## src/rtl/ple_pkg.sv

```systemverilog
// ----------------------------------------------------------------------------
// ple_pkg
// shared widths, codes and beat types of the positional list engine
// ----------------------------------------------------------------------------
package ple_pkg;

	localparam int DEPTH  = 128;
	localparam int IDX_W  = (DEPTH > 1) ? $clog2(DEPTH) : 1;
	localparam int CNT_W  = $clog2(DEPTH + 1);
	localparam int POS_W  = 10;
	localparam int FPOS_W = 11;
	localparam int CMP_W  = ((CNT_W > POS_W) ? CNT_W : POS_W) + 1;
	localparam int GRP_N  = 16;
	localparam int GRP_IW = $clog2(GRP_N);
	localparam int N_GRP  = (DEPTH + GRP_N - 1) / GRP_N;

	localparam logic [1:0] FUNC_INSERT = 2'd0;
	localparam logic [1:0] FUNC_DELETE = 2'd1;
	localparam logic [1:0] FUNC_FIND   = 2'd2;

	localparam logic [1:0] ST_OK       = 2'd0;
	localparam logic [1:0] ST_FULL     = 2'd1;
	localparam logic [1:0] ST_BADPOS   = 2'd2;
	localparam logic [1:0] ST_NOTFOUND = 2'd3;

	typedef logic signed [31:0] word_t;

	typedef struct packed {
		logic             shift_up;
		logic             shift_down;
		logic             search;
		logic [IDX_W-1:0] pos;
		logic [CNT_W-1:0] count;
		word_t            value;
	} cell_ctrl_t;

	typedef struct packed {
		logic              hit;
		logic [FPOS_W-1:0] where;
	} find_res_t;

endpackage

```

## src/rtl/ple_cell.sv

```systemverilog
// ----------------------------------------------------------------------------
// ple_cell
// one list entry: takes the new value or its left or right neighbour on a shift and
// registers its compare result for a search
// ----------------------------------------------------------------------------
module ple_cell import ple_pkg::*; (
	input  logic             clk,
	input  cell_ctrl_t       ctrl,
	input  logic [IDX_W-1:0] idx,
	input  word_t            left,
	input  word_t            right,
	output word_t            data,
	output logic             match
);

	word_t data_q;
	logic  match_q;

	always_ff @(posedge clk) begin
		if (ctrl.shift_up) begin
			if (idx == ctrl.pos) begin
				data_q <= ctrl.value;
			end else if (idx > ctrl.pos) begin
				data_q <= left;
			end
		end else if (ctrl.shift_down && (idx >= ctrl.pos)) begin
			data_q <= right;
		end
		if (ctrl.search) begin
			match_q <= (CNT_W'(idx) < ctrl.count) && (data_q == ctrl.value);
		end
	end

	assign data  = data_q;
	assign match = match_q;

endmodule

```

## config.mk

```make
export PLATFORM = sky130hd
export DESIGN_NAME = ple_cell
export DESIGN_NICKNAME = d
export VERILOG_FILES = /design/src/rtl/ple_pkg.sv /design/src/rtl/ple_cell.sv
export SDC_FILE = /design/constraint.sdc
export NUM_CORES = 1
export LEC_CHECK = 0
export ABC_AREA = 1
export CORE_UTILIZATION = 50
export DETAILED_ROUTE_END_ITERATION = 10
export DONT_BUFFER_PORTS = 1
export SKIP_CTS_REPAIR_TIMING = 1
export SYNTH_ARGS = -nofsm -noshare
export SYNTH_HDL_FRONTEND = slang
export SYNTH_SLANG_ARGS = --single-unit
```

## constraint.sdc

```tcl
create_clock -name clk -period 8.26 [get_ports clk]
set_clock_uncertainty 0.15 [all_clocks]
set_input_delay 0.413 -clock clk [delete_from_list [all_inputs] [get_ports clk]]
set_output_delay 0.413 -clock clk [all_outputs]
set_load 0.02 [all_outputs]
```

==> flow_summary_export.csv <==
group,metric,value,unit
worst_setup_path,cp_max_fo,65,
floorplanning,core-area,5470,µm²
worst_setup_path,rr_startpoint,"data[24]",
global_routing,grt_usage,0.236,
pwr,swShare,0.367,
cells_and_area,fin_nets,562,
timing,whs,0.0824,ns
timing,rsz0062_at_grt,"no",
route,drc,0,
cells_and_area,areaGrowthSynthToFinish,3.49,%
timing,worst_pin_slew,1.15,ns
placed_design,dp_cells,492,
global_routing,grt_pass1_vias,2354,
cells_and_area,final_common_cell,"nand2_1",
cells_and_area,layout.cells.non_filler,500,
placed_design,port_buffers,0,
run,max_cap_viol_count,0,
global_routing,grt_pass1_wl,10900,µm
placed_design,dp_hpwl,5170,µm
yosys,yosysWarnings,0,
timing,fin_ws,4.89,ns
timing,fin_setup_tns,0,ns
floorplanning,die_x,77.3,µm
yosys,yosysUniqueCellTypes,22,
worst_hold_path,holdPathStages,0,
worst_setup_path,rr_worst_depth,4,
route,drt_wl_total,6950,µm
placed_design,routabilityCongestion,0.755,
floorplanning,start_util,0.518,
timing,max_clock_freq,296,MHz
yosys,syn_area,2830,µm²
clock_network,cts_tree,"done",
worst_setup_path,r2r_end,"match",
cells_and_area,mostFrequentLayoutCells,"nand2_1, inv_1, edfxtp_1",
clock_network,htreeDepth,2,
clock_network,clkSinkCount,33,
floorplanning,fp-row-count,27,
route,via_per_inst,4.95,
worst_setup_path,critical_path_arrival,3.13,ns
placed_design,dp_slack,4.53,ns
global_routing,grt-ovfl-total,0,
clock_network,cts.root.buffer_cell,"clkbuf_8",
clock_network,insertion_delay,0.28,ns
worst_hold_path,hp-start,"ctrl[47]",
floorplanning,die_area,5970,µm²
worst_hold_path,min_to,"match",
worst_setup_path,ff2ff_setup_slack,6.68,ns
floorplanning,die_h,77.3,µm
yosys,syn_avg_cell_area,6.53,µm²
route,ant_nets,0,
clock_network,clockBufferDepth,2,
pwr,vdd_drop_max,0.110,mV
yosys,post-synth-top-area-cell,"edfxtp_1",
yosys,synth-seq-cells,33,
timing,fin_crit_sh,0.409,
route,drt_pass1_iterations,4,
cells_and_area,drive_above_1_share,0.0724,
worst_setup_path,end_kind,"flop",
status,outcome,"finished, final reports clean",
timing,setup-violations-final,0,
yosys,synthTopCellsByArea,"edfxtp_1, nand2_1, inv_1",
route,initialDrtViolationCount,105,
global_routing,grt_max_degree,66,
pwr,pwr-share-seq,0.546,
timing,min_period,3.37,ns
pwr,p_int,0.312,mW
yosys,syn-num-nets,569,
route,vias,2476,
pwr,power_frac_comb,0.201,
pwr,total_power,0.493,mW
timing,slew_violations,0,
floorplanning,pin_count,155,
worst_setup_path,crit_type,"in2reg",
worst_setup_path,crit_required,8.01,ns
clock_network,cts_made_buffers,5,
timing,relSlewSlack,0.235,
global_routing,antenna_found_initial,0,
pwr,clkPwrFrac,0.253,
yosys,ys_seq_area_frac,0.350,
worst_hold_path,hold_path.class,"in2reg",
yosys,synthCells,434,
pwr,power_leakage,1.65,nW
clock_network,clk_pin_slew,0.08,ns
pwr,p_per_area,168,nW/µm²
timing,hold_viol,0,
pwr,p_switching,0.181,mW
worst_setup_path,cp-start-kind,"input pin",
cells_and_area,antennaDiodeCount,0,
yosys,synth_top_cell_area_share,0.350,
route,post_drt_wl_per_cell,13.9,µm
==> Yosys cell counts <==
cell type / count
buf_6: 6
nand2_1: 220
xor2_1: 2
o21ai_2: 19
inv_1: 72
clkbuf_1: 5
a31oi_1: 1
a21oi_1: 8
nor3_1: 1
o211ai_2: 1
o21ai_0: 6
nand2b_1: 2
edfxtp_1: 33
nor2_1: 25
nor2_2: 1
o21ai_1: 10
buf_2: 3
nand4_2: 1
nand3b_1: 1
ha_1: 13
o21a_1: 1
nand3_1: 3
==> power groups by stage <==
stage               sequential [mW]  combinational [mW]  clock [mW]
detailed placement            0.273              0.0999           0
finish                        0.269              0.0993       0.125
global placement              0.273              0.0979           0
CTS                           0.269               0.100       0.125
global route                  0.273               0.117       0.132
floorplan                     0.267              0.0812           0
==> final cells by class <==
cell class	count	area, µm²
fill	558	2540
multi-input combinational	315	1500
sequential	33	991
inverter	72	270
tap	72	90.1
clock buffer	5	68.8
clock inverter	3	17.5
==> worst max-delay path, stage by stage <==
cell and delay [ns]:
inv_1 0.03, ha_1 0.29, nand2_1 0.08, nor2_2 0.18, nand4_4 0.82, a31oi_4 1.28
==> metal layers <==
metal / part of all wire / track usage
met1: 0.44 / 0.287
met5: 0 / 0
met4: 0.0066 / 0.0509
met3: 0.095 / 0.0750
met2: 0.46 / 0.406
==> cells by family (layout without fill, tap and decap cells) <==
kind of cell / after synthesis / in the layout / synth area share
simple gates: 254 / 254 / 0.345
buf+inv: 86 / 80 / 0.131
compound gates: 46 / 46 / 0.110
flops: 33 / 33 / 0.350
fa+ha+maj: 13 / 13 / 0.0574
xor+xnor: 2 / 2 / 0.00618
==> metrics by stage <==
step            util  instance area (µm²)
5_1_grt        0.536                 2930
3_3_place_gp   0.520                 2850
4_1_cts        0.536                 2930
6_report       0.536                 2930
3_5_place_dp   0.520                 2850
2_1_floorplan      -                 2830
==> worst max-delay path by stage <==
stage,cells past startpoint,end,from,slack (ns)
5_1_grt,6,data[3],ctrl[46],4.66
3_5_place_dp,6,data[23],ctrl[46],4.53
3_3_place_gp,6,data[23],ctrl[46],4.62
6_report,6,data[7],ctrl[46],4.89
4_1_cts,6,data[28],ctrl[46],4.84
2_1_floorplan,8,data[0],ctrl[46],4.56
==> flip-flops by register name (all words and copies together) (netlist names) <==
name and flops:
data 32, match 1
Power figures use the tool's default switching activity.
